$ cat src/hdl/efld_pkg.sv
`timescale 1ns / 1ps
// ----------------------------------------------------------------------------
// efld_pkg
// Shared types, codes and constants of the escaped field list decoder.
// ----------------------------------------------------------------------------
package efld_pkg;

	// marker bytes that the marker register can hold, and the longest marker
	localparam int MARKER_BYTES   = 2;
	localparam int MAX_MARKER_LEN = 2;

	// result queue depth: two results per byte at most
	localparam int QUEUE_DEPTH = 4;
	localparam int QPTR_W      = $clog2(QUEUE_DEPTH);
	localparam int QCNT_W      = $clog2(QUEUE_DEPTH + 1);

	// configuration register indexes
	typedef enum logic [1:0] {
		REG_MARKER_LEN = 2'd0,
		REG_START_MARK = 2'd1,
		REG_ESCAPE     = 2'd2,
		REG_SEPARATOR  = 2'd3
	} reg_idx_t;

	// result kinds
	typedef enum logic [2:0] {
		KIND_DATA     = 3'd0,
		KIND_FIELD    = 3'd1,
		KIND_LIST     = 3'd2,
		KIND_BAD_MARK = 3'd3,
		KIND_BAD_ESC  = 3'd4
	} kind_t;

	// decoder phases
	typedef enum logic [1:0] {
		PH_MARKER = 2'd0,
		PH_BODY   = 2'd1,
		PH_ESC    = 2'd2,
		PH_DROP   = 2'd3
	} phase_t;

	typedef struct packed {
		logic [1:0]  marker_length;
		logic [15:0] start_marker;
		logic [7:0]  escape_char;
		logic [7:0]  separator_char;
	} cfg_t;

	typedef struct packed {
		kind_t      kind;
		logic [7:0] out_byte;
		logic       run_last;
	} result_t;

	typedef struct packed {
		phase_t     phase;
		logic [1:0] marker_pos;
	} dec_state_t;

	// build one result; the byte only travels with data words
	function automatic result_t make_result(kind_t kind, logic [7:0] b);
		result_t r;
		r.kind     = kind;
		r.out_byte = (kind == KIND_DATA) ? b : 8'h00;
		r.run_last = 1'b0;
		return r;
	endfunction

endpackage

$ cat src/hdl/efld_decode.sv
`timescale 1ns / 1ps
// ----------------------------------------------------------------------------
// efld_decode
// Decoder state and the per-byte logic that turns one registered input byte
// into zero, one or two results.
// ----------------------------------------------------------------------------
module efld_decode import efld_pkg::*; (
	input  logic       clk,
	input  logic       arst_n,
	input  logic       step,
	input  logic [7:0] in_byte,
	input  logic       end_of_string,
	input  cfg_t       cfg,
	output logic [1:0] res_cnt,
	output result_t    res0,
	output result_t    res1,
	output dec_state_t st
);

	phase_t     phase_q, phase_d;
	logic [1:0] pos_q, pos_d, pos_inc;
	logic [1:0] eff_len;
	logic [7:0] want;
	phase_t     body_ph;

	// effective marker length, clamped to the longest supported marker
	assign eff_len = (cfg.marker_length > 2'(MAX_MARKER_LEN)) ?
	                 2'(MAX_MARKER_LEN) : cfg.marker_length;

	// expected marker byte; bytes past the register read as zero
	always_comb begin
		case (pos_q)
			2'd0:    want = cfg.start_marker[7:0];
			2'd1:    want = cfg.start_marker[15:8];
			default: want = 8'h00;
		endcase
	end

	assign pos_inc = pos_q + 2'd1;

	// per-byte decode
	always_comb begin
		res_cnt = 2'd0;
		res0    = make_result(KIND_DATA, 8'h00);
		res1    = make_result(KIND_DATA, 8'h00);
		phase_d = phase_q;
		pos_d   = pos_q;
		body_ph = (phase_q == PH_MARKER) ? PH_BODY : phase_q;

		if (phase_q == PH_MARKER && pos_q < eff_len) begin
			if (in_byte != want) begin
				res_cnt = 2'd1;
				res0    = make_result(KIND_BAD_MARK, 8'h00);
				phase_d = PH_DROP;
			end else begin
				pos_d = pos_inc;
				if (pos_inc >= eff_len) begin
					phase_d = PH_BODY;
					if (end_of_string) begin
						res_cnt = 2'd1;
						res0    = make_result(KIND_LIST, 8'h00);
					end
				end else if (end_of_string) begin
					res_cnt = 2'd1;
					res0    = make_result(KIND_BAD_MARK, 8'h00);
				end
			end
		end else begin
			phase_d = body_ph;
			case (body_ph)
				PH_DROP: begin
				end
				PH_ESC: begin
					if (in_byte == cfg.escape_char || in_byte == cfg.separator_char) begin
						res_cnt = end_of_string ? 2'd2 : 2'd1;
						res0    = make_result(KIND_DATA, in_byte);
						res1    = make_result(KIND_LIST, 8'h00);
						phase_d = PH_BODY;
					end else begin
						res_cnt = 2'd1;
						res0    = make_result(KIND_BAD_ESC, 8'h00);
						phase_d = PH_DROP;
					end
				end
				default: begin
					// body byte
					if (in_byte == cfg.escape_char) begin
						if (end_of_string) begin
							res_cnt = 2'd1;
							res0    = make_result(KIND_BAD_ESC, 8'h00);
						end else begin
							phase_d = PH_ESC;
						end
					end else begin
						res_cnt = end_of_string ? 2'd2 : 2'd1;
						res0    = (in_byte == cfg.separator_char) ?
						          make_result(KIND_FIELD, 8'h00) :
						          make_result(KIND_DATA, in_byte);
						res1    = make_result(KIND_LIST, 8'h00);
					end
				end
			endcase
		end

		// final byte: back to marker matching
		if (end_of_string) begin
			phase_d = PH_MARKER;
			pos_d   = 2'd0;
		end

		// mark the last result of this byte
		if (res_cnt == 2'd1)
			res0.run_last = 1'b1;
		if (res_cnt == 2'd2)
			res1.run_last = 1'b1;
	end

	// state registers
	always_ff @(posedge clk or negedge arst_n) begin
		if (!arst_n) begin
			phase_q <= PH_MARKER;
			pos_q   <= 2'd0;
		end else if (step) begin
			phase_q <= phase_d;
			pos_q   <= pos_d;
		end
	end

	assign st.phase      = phase_q;
	assign st.marker_pos = pos_q;

endmodule

$ cat src/hdl/efld_outq.sv
`timescale 1ns / 1ps
// ----------------------------------------------------------------------------
// efld_outq
// Small result queue: takes up to two results per cycle, hands out one word
// per cycle on the output stream while tready is high.
// ----------------------------------------------------------------------------
module efld_outq import efld_pkg::*; (
	input  logic       clk,
	input  logic       arst_n,
	input  logic [1:0] push_cnt,
	input  result_t    push0,
	input  result_t    push1,
	output logic       room,
	output logic       tvalid,
	input  logic       tready,
	output result_t    head,
	output logic [QCNT_W-1:0] count
);

	result_t           mem_q [QUEUE_DEPTH];
	logic [QPTR_W-1:0] wr_ptr_q, rd_ptr_q, wr_ptr_nx;
	logic [QCNT_W-1:0] cnt_q;
	logic              pop;

	assign pop       = tvalid && tready;
	assign tvalid    = (cnt_q != '0);
	assign head      = mem_q[rd_ptr_q];
	assign room      = (cnt_q <= QCNT_W'(QUEUE_DEPTH - 2));
	assign count     = cnt_q;
	assign wr_ptr_nx = wr_ptr_q + QPTR_W'(1);

	// storage, no reset needed
	always_ff @(posedge clk) begin
		if (push_cnt != 2'd0)
			mem_q[wr_ptr_q] <= push0;
		if (push_cnt == 2'd2)
			mem_q[wr_ptr_nx] <= push1;
	end

	// pointers and fill count
	always_ff @(posedge clk or negedge arst_n) begin
		if (!arst_n) begin
			wr_ptr_q <= '0;
			rd_ptr_q <= '0;
			cnt_q    <= '0;
		end else begin
			wr_ptr_q <= wr_ptr_q + QPTR_W'(push_cnt);
			if (pop)
				rd_ptr_q <= rd_ptr_q + QPTR_W'(1);
			cnt_q <= cnt_q + QCNT_W'(push_cnt) - QCNT_W'(pop);
		end
	end

endmodule

$ cat src/hdl/escaped_field_list_decoder_unit.sv
`timescale 1ns / 1ps
// ----------------------------------------------------------------------------
// escaped_field_list_decoder_unit
// Path: an accepted byte waits in the input register; its results go to the queue.
// Throughput: one byte per cycle while the queue has room for two words; a final
//   byte that gives two results is absorbed by a four-word result queue.
// Reset: arst_n clears control state and loads the default configuration.
// ----------------------------------------------------------------------------
module escaped_field_list_decoder_unit import efld_pkg::*; (
	input  logic        clk,
	input  logic        arst_n,
	// input stream
	input  logic        s_axis_tvalid,
	output logic        s_axis_tready,
	input  logic [7:0]  s_axis_tdata,   // [7:0] in_byte
	input  logic        s_axis_tlast,   // end_of_string
	// result stream
	output logic        m_axis_tvalid,
	input  logic        m_axis_tready,
	output logic [7:0]  m_axis_tdata,   // [7:0] out_byte
	output logic [2:0]  m_axis_tuser,   // [2:0] kind
	output logic        m_axis_tlast,   // run_last
	// configuration
	input  logic        cfg_we,
	input  logic [1:0]  cfg_addr,
	input  logic [15:0] cfg_wdata
);

	cfg_t              cfg_q;
	logic              valid_s1;
	logic [7:0]        byte_s1;
	logic              last_s1;
	logic              adv;
	logic              room;
	logic [1:0]        res_cnt, push_cnt;
	result_t           res0, res1, head;
	dec_state_t        st;
	logic [QCNT_W-1:0] q_count;

	// configuration registers
	always_ff @(posedge clk or negedge arst_n) begin
		if (!arst_n) begin
			cfg_q.marker_length  <= 2'd2;
			cfg_q.start_marker   <= 16'h4C5C;
			cfg_q.escape_char    <= 8'h5C;
			cfg_q.separator_char <= 8'h2C;
		end else if (cfg_we) begin
			case (reg_idx_t'(cfg_addr))
				REG_MARKER_LEN: cfg_q.marker_length  <= cfg_wdata[1:0];
				REG_START_MARK: cfg_q.start_marker   <= cfg_wdata;
				REG_ESCAPE:     cfg_q.escape_char    <= cfg_wdata[7:0];
				REG_SEPARATOR:  cfg_q.separator_char <= cfg_wdata[7:0];
				default: ;
			endcase
		end
	end

	// input register: moves on when the queue can take two words
	assign adv           = valid_s1 && room;
	assign s_axis_tready = !valid_s1 || adv;

	always_ff @(posedge clk or negedge arst_n) begin
		if (!arst_n)
			valid_s1 <= 1'b0;
		else if (s_axis_tready)
			valid_s1 <= s_axis_tvalid;
	end

	always_ff @(posedge clk) begin
		if (s_axis_tvalid && s_axis_tready) begin
			byte_s1 <= s_axis_tdata;
			last_s1 <= s_axis_tlast;
		end
	end

	efld_decode u_decode (
		.clk           (clk),
		.arst_n        (arst_n),
		.step          (adv),
		.in_byte       (byte_s1),
		.end_of_string (last_s1),
		.cfg           (cfg_q),
		.res_cnt       (res_cnt),
		.res0          (res0),
		.res1          (res1),
		.st            (st)
	);

	assign push_cnt = adv ? res_cnt : 2'd0;

	efld_outq u_outq (
		.clk      (clk),
		.arst_n   (arst_n),
		.push_cnt (push_cnt),
		.push0    (res0),
		.push1    (res1),
		.room     (room),
		.tvalid   (m_axis_tvalid),
		.tready   (m_axis_tready),
		.head     (head),
		.count    (q_count)
	);

	assign m_axis_tdata = head.out_byte;
	assign m_axis_tuser = head.kind;
	assign m_axis_tlast = head.run_last;

	// checks
	a_queue_bound: assert property (@(posedge clk) disable iff (!arst_n)
		q_count <= QCNT_W'(QUEUE_DEPTH))
		else $error("result queue overfilled");

	a_final_resets: assert property (@(posedge clk) disable iff (!arst_n)
		adv && last_s1 |=> st.phase == PH_MARKER && st.marker_pos == 2'd0)
		else $error("final byte did not return decoder to marker matching");

	a_end_kinds_last: assert property (@(posedge clk) disable iff (!arst_n)
		m_axis_tvalid && (m_axis_tuser == KIND_LIST || m_axis_tuser == KIND_BAD_MARK ||
		m_axis_tuser == KIND_BAD_ESC) |-> m_axis_tlast)
		else $error("list end or error word without run_last");

	a_drop_silent: assert property (@(posedge clk) disable iff (!arst_n)
		adv && st.phase == PH_DROP |-> res_cnt == 2'd0)
		else $error("dropped byte produced a result");

endmodule

$ cat config.mk
export PLATFORM = sky130hd
export DESIGN_NAME = escaped_field_list_decoder_unit
export DESIGN_NICKNAME = d
export VERILOG_FILES = /design/src/hdl/efld_pkg.sv /design/src/hdl/efld_decode.sv /design/src/hdl/efld_outq.sv /design/src/hdl/escaped_field_list_decoder_unit.sv
export SDC_FILE = /design/constraint.sdc
export NUM_CORES = 1
export LEC_CHECK = 0
export BUFFER_PORTS_ARGS = -buffer_cell sky130_fd_sc_hd__buf_4
export CAP_MARGIN = 5
export CORE_MARGIN = 2
export CORE_UTILIZATION = 55
export CTS_CLUSTER_DIAMETER = 150
export CTS_CLUSTER_SIZE = 8
export DETAILED_ROUTE_END_ITERATION = 8
export PLACE_DENSITY = 0.83
export RECOVER_POWER = 100
export SYNTH_ARGS = -nofsm -noshare
export SYNTH_HDL_FRONTEND = slang
export SYNTH_SLANG_ARGS = --single-unit
export TNS_END_PERCENT = 1
$ cat constraint.sdc
create_clock -name clk -period 3.7 [get_ports clk]
set_clock_uncertainty 0.15 [all_clocks]
set_input_delay 0.185 -clock clk [delete_from_list [all_inputs] [get_ports clk]]
set_output_delay 0.185 -clock clk [all_outputs]
set_load 0.005 [all_outputs]
-- After elaboration in Yosys (flattened, before gate mapping)
Memory sizes are Yosys's and may differ from the RTL's.
Cells that the tools add are included.
- memories: 1
- flip-flop bits (word level): 55
- memory bits (writable): 48
- logic and storage cells: 97
- output and inout port bits: 14
- input port bits: 32
- multiplexer cells: 41
- magnitude comparators: 4
- add/sub/neg operators: 6
- equal/unequal tests: 14
- reductions and logical operators: 19
- memories (name ; words ; bits a word ; rd ports ; clocked after Yosys merged registers in ; write ports ; line ; text):
    u_outq.mem_q ; 4 ; 12 ; 1 ; 0 ; 2 ; efld_outq.sv:20 ; result_t mem_q [QUEUE_DEPTH];
- operator list (operator ; number):
    $mux W12 ; 7
    $pmux W12 S2 ; 2
    $mux W11 ; 4
    $mux W2 ; 17
    $eq A8 B8 Y1 ; 2
    $pmux W8 S2 ; 1
    $eq A2 B2 Y1 const B ; 6
    $mux W10 ; 1
    $reduce_and A2 Y1 ; 5
    $ne A8 B8 Y1 ; 1
    $pmux W2 S2 ; 2
    $mux W1 ; 7
    $add A2 B1 Y2 const B ; 3
    $eq A2 B1 Y1 const B ; 3
    $logic_not A2 Y1 ; 3
    $logic_and A1 B1 Y1 ; 4
    $ne A4 B4 Y1 const B ; 1
    $reduce_bool A2 Y1 ; 2
    $add A3 B2 Y3 ; 1
    $le A3 B2 Y1 const B ; 1
    $reduce_and A3 Y1 ; 1
    $reduce_bool A3 Y1 ; 1
    $sub A3 B1 Y3 ; 1
    $add A2 B2 Y2 ; 1
    other kinds (6) ; 7

-- Logic depth before layout (Yosys ltp)
Gate-level depths: netlist (run 1).
- word-level depth: 9
- depth in mapped cells: 15
- gate-level depth less buffers: 13

-- Cells and area by module
From an unflattened synthesis (run 1), not the netlist that was laid out.
- cells, all modules: 367
- area total of the unflattened synthesis: 5617.9 sq um
- modules (own cells, without submodules) (module ; instances ; area an instance (sq um) ; cells each):
    efld_outq ; 1 ; 2911.5 ; 156
    escaped_field_list_decoder_unit ; 1 ; 1682.9 ; 89
    efld_decode ; 1 ; 1023.5 ; 122

-- Worst setup path after synthesis (run 1)
No wires, ideal clock.
- kind: flip-flop to flip-flop
- start: register byte_s1[3]
- end: register u_outq.cnt_q[2] (netlist: u_outq.count[2])
- cell stages (with the launch flop): 15
- arrival time: 3.071 ns
- setup slack: 0.357 ns
- clock period less this slack: 3.343 ns
- setup time: 0.123 ns
- data required time: 3.427 ns
- path buffers: 1
- path through: edfxtp_1 > xor2_1 > nor4_2 > nand2_2 > ha_1 > o311a_1 > nor3_1 > nand3_1 > or3b_4 > buf_12 > nor2_1 > ha_1 > fa_1 > xnor2_1 > xnor2_1
- cells in the longest elaborated chain, start to end: 8
- elaborated cells between the ends (all ways): 12
- RTL lines (item ; line ; text):
    start, declared ; escaped_field_list_decoder_unit.sv:31 ; logic [7:0] byte_s1;
    start signal, assigned ; escaped_field_list_decoder_unit.sv:71 ; byte_s1 <= s_axis_tdata;
    $eq A8 B8 Y1, on equally long branches ; efld_decode.sv:74, efld_decode.sv:87 ;
    $logic_or A1 B1 Y1 ; efld_decode.sv:74 ; if (in_byte == cfg.escape_char || in_byte == cfg.separator_char) begin
    $mux W2 ; efld_decode.sv:74 ;
    $pmux W2 S2 ; efld_decode.sv:70 ; case (body_ph)
    $mux W2 * ; efld_decode.sv:50 ; if (phase_q == PH_MARKER && pos_q < eff_len) begin
    $mux W2 * ; escaped_field_list_decoder_unit.sv:89 ; assign push_cnt = adv ? res_cnt : 2'd0;
    $add A3 B2 Y3 * ; efld_outq.sv:50 ; cnt_q <= cnt_q + QCNT_W'(push_cnt) - QCNT_W'(pop);
    $sub A3 B1 Y3 * ; efld_outq.sv:50 ;
    end signal, assigned ; efld_outq.sv:50 ;
    end, declared ; efld_outq.sv:22 ; logic [QCNT_W-1:0] cnt_q;
Every way passes the cells marked *; elsewhere a longest branch is shown, timed or not.
A chain may end at the register's enable or synchronous reset.

==> results.yml, run 1 <==
outcome:
  status: "finished, violations left"
  failed_checks: "max-capacitance violations, max-slew violations"
detailed_routing:
  drc_errors: 0
  antenna_left: 0
  wire_per_inst_um: 17.6
  first_pass_iters: 5
  routed_via_density: 5.80
  vias: 3598
  dr.first_iter.drc_count: 170
  drt-total-wl_mm: 10.9
place:
  io_buffers: 45
  dpl-instance-area_mm2: 0.00560
  gp_congestion: 0.935
  dp_hpwl_mm: 7.62
  dp_worst_setup_slack_ns: 0.156
timing:
  slew_viol_final: 47
  setup_tns_ns: 0
  max-slew-margin-rel_pct: -60.0
  min_period_over_period_pct: 94.7
  grt_setup_unrepaired: "no"
  worst_pin_slew_ns: 2.40
  setup_ws_ns: 0.197
  clock.fmax_mhz: 286
  finalCriticalPeriod_ns: 3.50
  setup_viol: 0
  hold_viol: 0
synth:
  ys.flop_type: "dfxtp_1"
  ys_ff_latch: 103
  yosys.cell_types.count: 61
  syn-instance-count: 427
  synth-edff-count: 17
  synth_warnings: 0
  ys_seq_area_share_pct: 47.9
  syn_area_mm2: 0.00518
  avgSynthCellArea_um2: 12.1
  async_flop_share_pct: 44.7
  synth_fp_nets: 472
setup_path:
  path_class: "reg2reg"
  cp.arrival_ns: 3.66
  crit_slowest_cell: "edfxtp_1"
  worstPathMaxFanout: 10
  critPathCaptureType: "flip-flop"
  crit_required_ns: 3.86
  cp-start-kind: "flip-flop"
  slowest_delay_ns: 0.49
  crit_chain: "xor2_1 > nor4_2 > nand2_2 > ha_1 > o311a_4 > nor3_1 > nand3_1 > or3b_1 > buf_4 > a21oi_4 > clkbuf_4 > mux2i_1"
die:
  start_util_pct: 56.3
  std_cell_rows: 35
  fp.dieH_um: 101
  dieArea_mm2: 0.0102
  pin_count: 46
  die_width_um: 101
  coreArea_mm2: 0.00920
global_routing:
  gr-total-overflow: 0
  grt_pass1_vias: 3749
  grt_antenna_before_repair: 0
  grt_pass1_wl_mm: 18.3
  grt_max_degree: 47
  grt_util_all_layers_pct: 23.1
layout:
  final_area_mm2: 0.00609
  drive_gt1_share_pct: 29.7
  antenna_cells: 0
  multiInputGateArea_mm2: 0.00249
  regArea_mm2: 0.00248
  fillers: 680
  final_nets: 549
  areaGrowthSynthToFinish_pct: 17.6
power_and_ir_drop:
  vdd_drop_max_v: 0.000276
  power_mw: 4.62
  leakage_nw: 2.51
  powerDensity_mw_per_mm2: 760
clocking:
  clk_latency_ns: 0.38
  root_buffer: "clkbuf_8"
  cts_buffers: 9
  cts_tree: "built"
  clk_pin_slew_worst_paths_ns: 0.11
  cts_buffer_depth: 2
  htree_levels: 3
  cts_num_sinks: 103
hold_path:
  hold_path_class: "in2reg"
flow_run:
  cap_violations: 1
sequential cells by signal, summed over array words and instances (netlist names), 2 cells and up:
register	flops
byte_s1	8
u_outq.wr_ptr_q	2
u_decode.pos_q	2
u_decode.phase_q	2
u_outq.rd_ptr_q	2
u_outq.mem_q	48
cfg_q	34
u_outq.count	3
final timing paths:
path	cells after the start	slack (ns)	from	endpoint
max in group asynchronous	2	1.10	arst_n	u_outq.count[1]$_DFF_PN0_
setup reg to reg	12	0.20	byte_s1[2]$_DFFE_PP_	u_outq.mem_q[1][7]$_SDFFE_PP0P_
hold reg to reg	2	0.31	u_outq.mem_q[3][4]$_SDFFE_PP0P_	u_outq.mem_q[3][4]$_SDFFE_PP0P_
hold / removal	3	0.04	m_axis_tready	u_outq.rd_ptr_q[0]$_DFFE_PN0P_
setup / recovery	12	0.20	byte_s1[2]$_DFFE_PP_	u_outq.mem_q[1][7]$_SDFFE_PP0P_
min in group asynchronous	2	0.92	arst_n	cfg_q[31]$_DFFE_PN0P_
logic make-up after synthesis:
kind of cell    synth area share (%)
xor+xnor                        5.22
mux                             18.8
compound gates                  10.1
buf+inv                         3.92
simple gates                    10.7
fa+ha+maj                       3.29
flops                           47.9
timing repair:
item                                    in CTS  in global routing
setup buffers                                0                  0
endpoints found under the setup margin       0                 21
hold buffers                                30                  0
resized for setup                            0                  1
endpoints found under the hold margin       75                  0
layout make-up:
class                      instances  area share [%]
tap                              111            2.28
clock buffer                       9            2.04
inverter                          14           0.863
clock inverter                     7            1.27
timing repair buffer              88            11.8
sequential                       103            40.8
multi-input combinational        288            41.0
cell usage in the layout (no fill, tap or decap), drive strengths merged, types with 9 or more instances in the layout:
| cell | Yosys | layout |
|---|---|---|
| a21oi | 11 | 11 |
| a22oi | 9 | 9 |
| buf | 13 | 31 |
| clkbuf | 9 | 36 |
| dfrtp | 31 | 31 |
| dfstp | 15 | 15 |
| dfxtp | 40 | 40 |
| dlygate4sd3 | 0 | 30 |
| edfxtp | 17 | 17 |
| ha | 12 | 12 |
| inv | 14 | 18 |
| mux2 | 34 | 34 |
| mux2i | 32 | 32 |
| mux4 | 12 | 12 |
| nand2 | 55 | 55 |
| nand3 | 11 | 11 |
| nor4 | 9 | 9 |
| xnor2 | 12 | 12 |
| xor2 | 18 | 18 |
where the power goes:
| group | total (mW) | internal [mW] | switching [mW] |
|---|---|---|---|
| combinational | 2.03 | 1.00 | 1.02 |
| clock | 0.709 | 0.268 | 0.441 |
| sequential | 1.89 | 1.56 | 0.327 |
| total | 4.62 | 2.83 | 1.79 |
cell usage after synthesis (3+ instances only):
master    count  area, um^2
a21oi_1       8        40.0
a21oi_4       3        48.8
a22o_1        4        35.0
a22oi_1       9        67.6
and2_1        5        31.3
buf_1         3        11.3
buf_6         6        67.6
clkbuf_1      9        33.8
dfrtp_1      31         776
dfstp_2      15         394
dfxtp_1      40         801
edfxtp_1     17         510
ha_1         12         150
inv_1        14        52.6
mux2_2       34         383
mux2i_1      32         320
mux4_2       12         270
nand2_1      54         203
nand2b_1      4        25.0
nand3_1      11        55.1
nor2_1        8        30.0
nor3_1        4        20.0
nor4_1        4        25.0
nor4_2        4        50.1
o21ai_0       4        20.0
o221a_2       6        67.6
o22ai_1       3        18.8
o31ai_1       4        30.0
or2_1         3        18.8
xnor2_1      12         105
xor2_1       17         149
metrics by stage:
step,cells,hold slack [ns],utilization (%)
global route,620,0.0573,66.2
floorplan,427,-0.261,-
CTS,620,0.00563,66.4
finish,620,0.0416,66.2
detailed placement,574,0.0725,60.9
global placement,574,0.0617,60.9
metal layers:
| layer | global-route usage (%) | vias up | part of all wire [%] |
|---|---|---|---|
| met5 | 0 | - | 0 |
| met4 | 8.73 | 0 | 2.2 |
| met3 | 4.44 | 25 | 4.7 |
| met2 | 40.3 | 112 | 50 |
| met1 | 28.5 | 1770 | 43 |
| li1 | - | 1691 | - |
critical path, delay by kind of cell (launching register included):
kind	cells	cell delay, ns
multiplexers	1	0.22
adder cells (fa/ha/maj)	1	0.38
flip-flops	1	0.49
XOR/XNOR	1	0.22
AO/OA/AOI/OAI	2	0.42
buffers and inverters	2	0.48
AND/OR/NAND/NOR	5	1.06
No activity file was read; power rests on OpenSTA's default activity.
==> run 2, diff against run 1 <==
--- a/config.mk
+++ b/config.mk
@@ -9,6 +9,7 @@
 export CAP_MARGIN = 5
 export CORE_MARGIN = 2
 export CORE_UTILIZATION = 55
+export CTS_BUF_LIST = sky130_fd_sc_hd__clkbuf_16
 export CTS_CLUSTER_DIAMETER = 150
 export CTS_CLUSTER_SIZE = 8
 export DETAILED_ROUTE_END_ITERATION = 8
==> results.yml, run 2 (synthesis gave the netlist of run 1 again) <==
detailed_routing:
  routed_via_density: 5.83
  wl_met1_mm: 4.67
  antenna_left: 0
  first_pass_iters: 4
  dr.first_iter.drc_count: 165
  drc_errors: 0
  top_layer_used: "met4"
  wl_met2_mm: 5.65
  met3_length_um: 569
  vias: 3609
  wire_per_inst_um: 18.0
  drt-total-wl_mm: 11.1
global_routing:
  grt_max_degree: 47
  grt_util_all_layers_pct: 23.6
  grt_pass1_wl_mm: 18.6
  grt_antenna_before_repair: 0
  gr-total-overflow: 0
  grt_pass1_vias: 3787
setup_path:
  crit_chain: "inv_1 > ha_1 > a22oi_1 > xnor2_1 > nor4_1 > nand3_1 > or3b_1 > nor2_1 > ha_1 > fa_1 > xnor2_1 > xnor2_1"
  r2r-end: "u_outq.count[2]$_DFF_PN0_"
  rrSetupSlack_ns: 0.19
  slowest_delay_ns: 0.67
  crit_slowest_cell: "nor4_1"
  cpMostUsedCell: "xnor2_1"
  critPathCaptureType: "flip-flop"
  crit_required_ns: 3.83
  worstPathMaxFanout: 8
  cp-start-kind: "flip-flop"
  cp.arrival_ns: 3.63
  reg2reg_depth: 12
  r2r_start: "u_decode.pos_q[1]$_DFFE_PN0P_"
  path_class: "reg2reg"
hold_path:
  hold_path_startpoint: "cfg_addr[1]"
  hold_end: "cfg_q[33]$_DFFE_PN1P_"
  worstHoldPathCells: 3
  hold_path_class: "in2reg"
timing:
  min_period_over_period_pct: 94.7
  grt_setup_unrepaired: "no"
  finalCriticalPeriod_ns: 3.51
  setup_viol: 0
  setup_ws_ns: 0.195
  clock.fmax_mhz: 285
  setup_tns_ns: 0
  worst_pin_slew_ns: 2.46
  hold_viol: 0
  max-slew-margin-rel_pct: -64.0
  slew_viol_final: 47
die:
  pin_count: 46
  fp.dieH_um: 101
  die_width_um: 101
  dieArea_mm2: 0.0102
  std_cell_rows: 35
  coreArea_mm2: 0.00920
  start_util_pct: 56.3
clocking:
  cts_setup_buffers: 0
  htree_levels: 3
  cts_buffer_depth: 2
  root_buffer: "clkbuf_16"
  cts_num_sinks: 103
  cts_buffers: 9
  cts_tree: "built"
  clk_pin_slew_worst_paths_ns: 0.08
  clk_latency_ns: 0.35
outcome:
  status: "finished, violations left"
  failed_checks: "max-capacitance violations, max-slew violations"
power_and_ir_drop:
  vdd_drop_max_v: 0.000360
  powerDensity_mw_per_mm2: 791
  leakage_nw: 2.55
layout:
  areaGrowthSynthToFinish_pct: 19.3
  final_nets: 548
  largest_register_ffs: 48
  mostFrequentLayoutCell: "nand2_1"
  fillers: 668
  final_cell_mix: "54 x nand2_1, 40 x dfxtp_1, 34 x mux2_2"
  antenna_cells: 0
  largest_register: "u_outq.mem_q"
  drive_gt1_share_pct: 29.5
  top_regs: "u_outq.mem_q x48, cfg_q x34, byte_s1 x8"
place:
  dp_worst_setup_slack_ns: 0.156
  dp_hpwl_mm: 7.62
  gp_congestion: 0.935
  io_buffers: 45
flow_run:
  cap_violations: 1
==> run 2: cell types whose count changed in the layout (fill, tap and decap cells not counted), sizes merged <==
cell and change:
dlygate4sd3 -1
==> run 2: layer usage <==
metal,global-route usage (%),up-vias
li1,-,1698
met1,28.6,1783
met2,41.1,107
met3,5.41,21
met4,8.94,0
met5,0,-
==> run 2: final cells by class <==
class	count	area (um^2)	area share, %
multi-input cells	288	2490	40.4
flip-flops and latches	103	2480	40.2
repair buffers	87	703	11.4
clock buffers	9	225	3.65
well taps	111	139	2.25
clock inverters	7	77.6	1.26
inverters	14	52.6	0.851
==> run 2: what timing repair did <==
item                                    CTS  global route
endpoints found under the setup margin    0            18
hold endpoints to repair                 75             0
gates resized for setup                   0             1
hold buffers                             29             0
==> run 2: report_power, final <==
group	internal [mW]	total, mW	switching (mW)
combinational	1.00	2.04	1.04
sequential	1.56	1.89	0.330
clock	0.480	0.954	0.474
==> run 2: worst max path at each step <==
stage | endpoint | cells past startpoint | start | slack, ns
floorplan | u_outq.count[2]$_DFF_PN0_ | 14 | byte_s1[3]$_DFFE_PP_ | 0.36
global placement | u_outq.count[2]$_DFF_PN0_ | 13 | byte_s1[3]$_DFFE_PP_ | 0.33
detailed placement | u_outq.mem_q[0][3]$_SDFFE_PP0P_ | 12 | byte_s1[2]$_DFFE_PP_ | 0.16
CTS | u_outq.count[2]$_DFF_PN0_ | 13 | byte_s1[2]$_DFFE_PP_ | 0.15
global route | u_outq.mem_q[0][3]$_SDFFE_PP0P_ | 12 | byte_s1[2]$_DFFE_PP_ | 0.04
finish | u_outq.count[2]$_DFF_PN0_ | 12 | u_decode.pos_q[1]$_DFFE_PN0P_ | 0.19
==> run 2: critical path, delay by kind of cell, from the launching register on <==
family / cells / cell delay (ns)
compound gates: 1 / 0.18
xor+xnor: 3 / 0.48
fa+ha+maj: 3 / 0.95
buf+inv: 1 / 0.13
flops: 1 / 0.41
simple gates: 4 / 1.12
==> run 2: through the flow <==
step	cells	instance area, um^2	hold slack, ns	power [mW]	utilization (%)
after floorplan	427	5180	-0.261	3.36	-
after global placement	574	5600	0.0617	3.83	60.9
after detailed placement	574	5600	0.0725	3.94	60.9
after CTS	619	6190	0.0349	4.93	67.3
after global routing	619	6170	0.0749	5.20	67.1
final	619	6170	0.0371	4.88	67.1
==> run 3, diff against run 2 <==
--- a/config.mk
+++ b/config.mk
@@ -7,7 +7,7 @@
 export LEC_CHECK = 0
 export BUFFER_PORTS_ARGS = -buffer_cell sky130_fd_sc_hd__buf_4
 export CAP_MARGIN = 5
-export CORE_MARGIN = 2
+export CORE_MARGIN = 3
 export CORE_UTILIZATION = 55
 export CTS_BUF_LIST = sky130_fd_sc_hd__clkbuf_16
 export CTS_CLUSTER_DIAMETER = 150
==> results.yml, run 3 (synthesis gave the netlist of run 1 again) <==
global_routing:
  grt_pass1_wl_mm: 18.8
  grt_util_all_layers_pct: 22.9
  gr-total-overflow: 0
  grt_pass1_vias: 3883
  grt_max_degree: 47
  grt_antenna_before_repair: 0
clocking:
  htree_levels: 3
  cts_tree: "built"
  clk_latency_ns: 0.35
  root_buffer: "clkbuf_16"
  cts_buffer_depth: 2
  clk_pin_slew_worst_paths_ns: 0.07
  cts_num_sinks: 103
  cts_buffers: 9
setup_path:
  slowest_delay_ns: 0.48
  crit_chain: "xor2_1 > nor4_2 > nand2_2 > ha_1 > o311a_4 > nor3_1 > nand3_1 > or3b_1 > buf_4 > a21oi_4 > buf_4 > mux2i_1"
  crit_slowest_cell: "edfxtp_1"
  crit_required_ns: 3.81
  worstPathMaxFanout: 10
  path_buf_inv: 2
  critPathCaptureType: "flip-flop"
  cp_top_family: "simple AND/OR/NAND/NOR gates"
  cp-start-kind: "flip-flop"
  cpMostUsedCell: "buf_4"
  path_class: "reg2reg"
  cp.arrival_ns: 3.56
outcome:
  failed_checks: "max-capacitance violations, max-slew violations"
  status: "finished, violations left"
layout:
  mostFrequentLayoutCell: "nand2_1"
  areaGrowthSynthToFinish_pct: 19.9
  fillers: 644
  antenna_cells: 0
  drive_gt1_share_pct: 31.0
  largest_register: "u_outq.mem_q"
  largest_register_ffs: 48
  final_area_mm2: 0.00621
  final_nets: 553
  final_cell_mix: "54 x nand2_1, 40 x dfxtp_1, 37 x buf_4"
  top_regs: "u_outq.mem_q x48, cfg_q x34, byte_s1 x8"
timing:
  hold_viol: 0
  grt_setup_unrepaired: "no"
  clock.fmax_mhz: 290
  slew_viol_final: 47
  setup_tns_ns: 0
  min_period_over_period_pct: 93.2
  worst_pin_slew_ns: 2.44
  setup_viol: 0
  max-slew-margin-rel_pct: -62.6
  whs_ns: 0.0676
  finalCriticalPeriod_ns: 3.45
detailed_routing:
  vias: 3677
  routed_via_density: 5.92
  drt-total-wl_mm: 11.5
  wire_per_inst_um: 18.6
  antenna_left: 0
  dr.first_iter.drc_count: 186
  first_pass_iters: 5
  drc_errors: 0
die:
  fp.dieH_um: 103
  std_cell_rows: 34
  coreArea_mm2: 0.00893
  pin_count: 46
  start_util_pct: 57.9
  dieArea_mm2: 0.0106
  die_width_um: 103
power_and_ir_drop:
  leakage_nw: 2.58
  vdd_drop_max_v: 0.000362
  powerDensity_mw_per_mm2: 789
hold_path:
  hold_path_class: "in2reg"
place:
  dpl-instance-area_mm2: 0.00560
  gp_congestion: 0.916
  dp_hpwl_mm: 8.07
  io_buffers: 45
flow_run:
  cap_violations: 1
run 3: cell count changes in the layout (fill, tap and decap cells not counted), sizes merged:
cell / before / now
buf: 31 / 37
clkbuf: 36 / 35
clkinv: 2 / 3
clkinvlp: 1 / 0
run 3: report_power, final:
group	leakage (nW)	switching, mW	total [mW]	internal (mW)
Clock	0.144	0.450	0.923	0.472
Sequential	1.02	0.335	1.90	1.56
Combinational	1.42	1.06	2.08	1.02
Total	2.58	1.84	4.90	3.05
run 3: path summary, 6_finish.rpt:
check / startpoint / endpoint / slack, ns / cells after the start
min in group asynchronous: arst_n / cfg_q[23]$_DFFE_PN0P_ / 0.97 / 2
setup / recovery: byte_s1[3]$_DFFE_PP_ / u_outq.mem_q[0][2]$_SDFFE_PP0P_ / 0.25 / 12
max in group asynchronous: arst_n / u_outq.count[0]$_DFF_PN0_ / 1.04 / 2
hold reg to reg: u_outq.mem_q[1][4]$_SDFFE_PP0P_ / u_outq.mem_q[1][4]$_SDFFE_PP0P_ / 0.31 / 2
hold / removal: cfg_addr[1] / cfg_q[33]$_DFFE_PN1P_ / 0.07 / 3
setup reg to reg: byte_s1[3]$_DFFE_PP_ / u_outq.mem_q[0][2]$_SDFFE_PP0P_ / 0.25 / 12
run 3: layout make-up:
class                      instances  area, um^2  area share (%)
multi-input combinational        288        2500            40.3
sequential                       103        2480            40.0
timing repair buffer              92         749            12.1
clock buffer                       9         225            3.63
tap                              108         135            2.18
clock inverter                     7        62.6            1.01
inverter                          14        52.6           0.847
run 3: routing by layer:
metal  routed length [um]  global-route usage (%)  vias to the layer above
met5                    0                       0                        -
met4                  170                    5.88                        0
met3                  752                    5.75                       15
met2                 6040                    40.0                      131
met1                 4590                    28.5                     1824
li1                     -                       -                     1707
run 3: metrics by stage:
| step | worst slack [ns] | power (mW) | instances | util, % |
|---|---|---|---|---|
| 2_1_floorplan | 0.357 | 3.36 | 427 | - |
| 3_3_place_gp | 0.331 | 3.83 | 571 | 62.6 |
| 3_5_place_dp | 0.221 | 3.96 | 571 | 62.6 |
| 4_1_cts | 0.177 | 4.91 | 616 | 69.1 |
| 5_1_grt | 0.0483 | 5.21 | 621 | 69.5 |
| 6_report | 0.251 | 4.90 | 621 | 69.5 |
run 3: what timing repair did:
action	4_1_cts	5_1_grt
gates resized for setup	0	1
hold buffers	29	0
endpoints found under the setup margin	0	10
endpoints found under the hold margin	75	0
buffers inserted	0	5
run 3: worst register-to-register path, delay by kind of cell, from the launching register on:
family                   cells  cell delay [ns]
multiplexers                 1             0.25
flip-flops                   1             0.48
adder cells (fa/ha/maj)      1             0.36
XOR/XNOR                     1             0.21
AND/OR/NAND/NOR              5             1.04
AO/OA/AOI/OAI                2             0.41
buffers and inverters        2             0.46
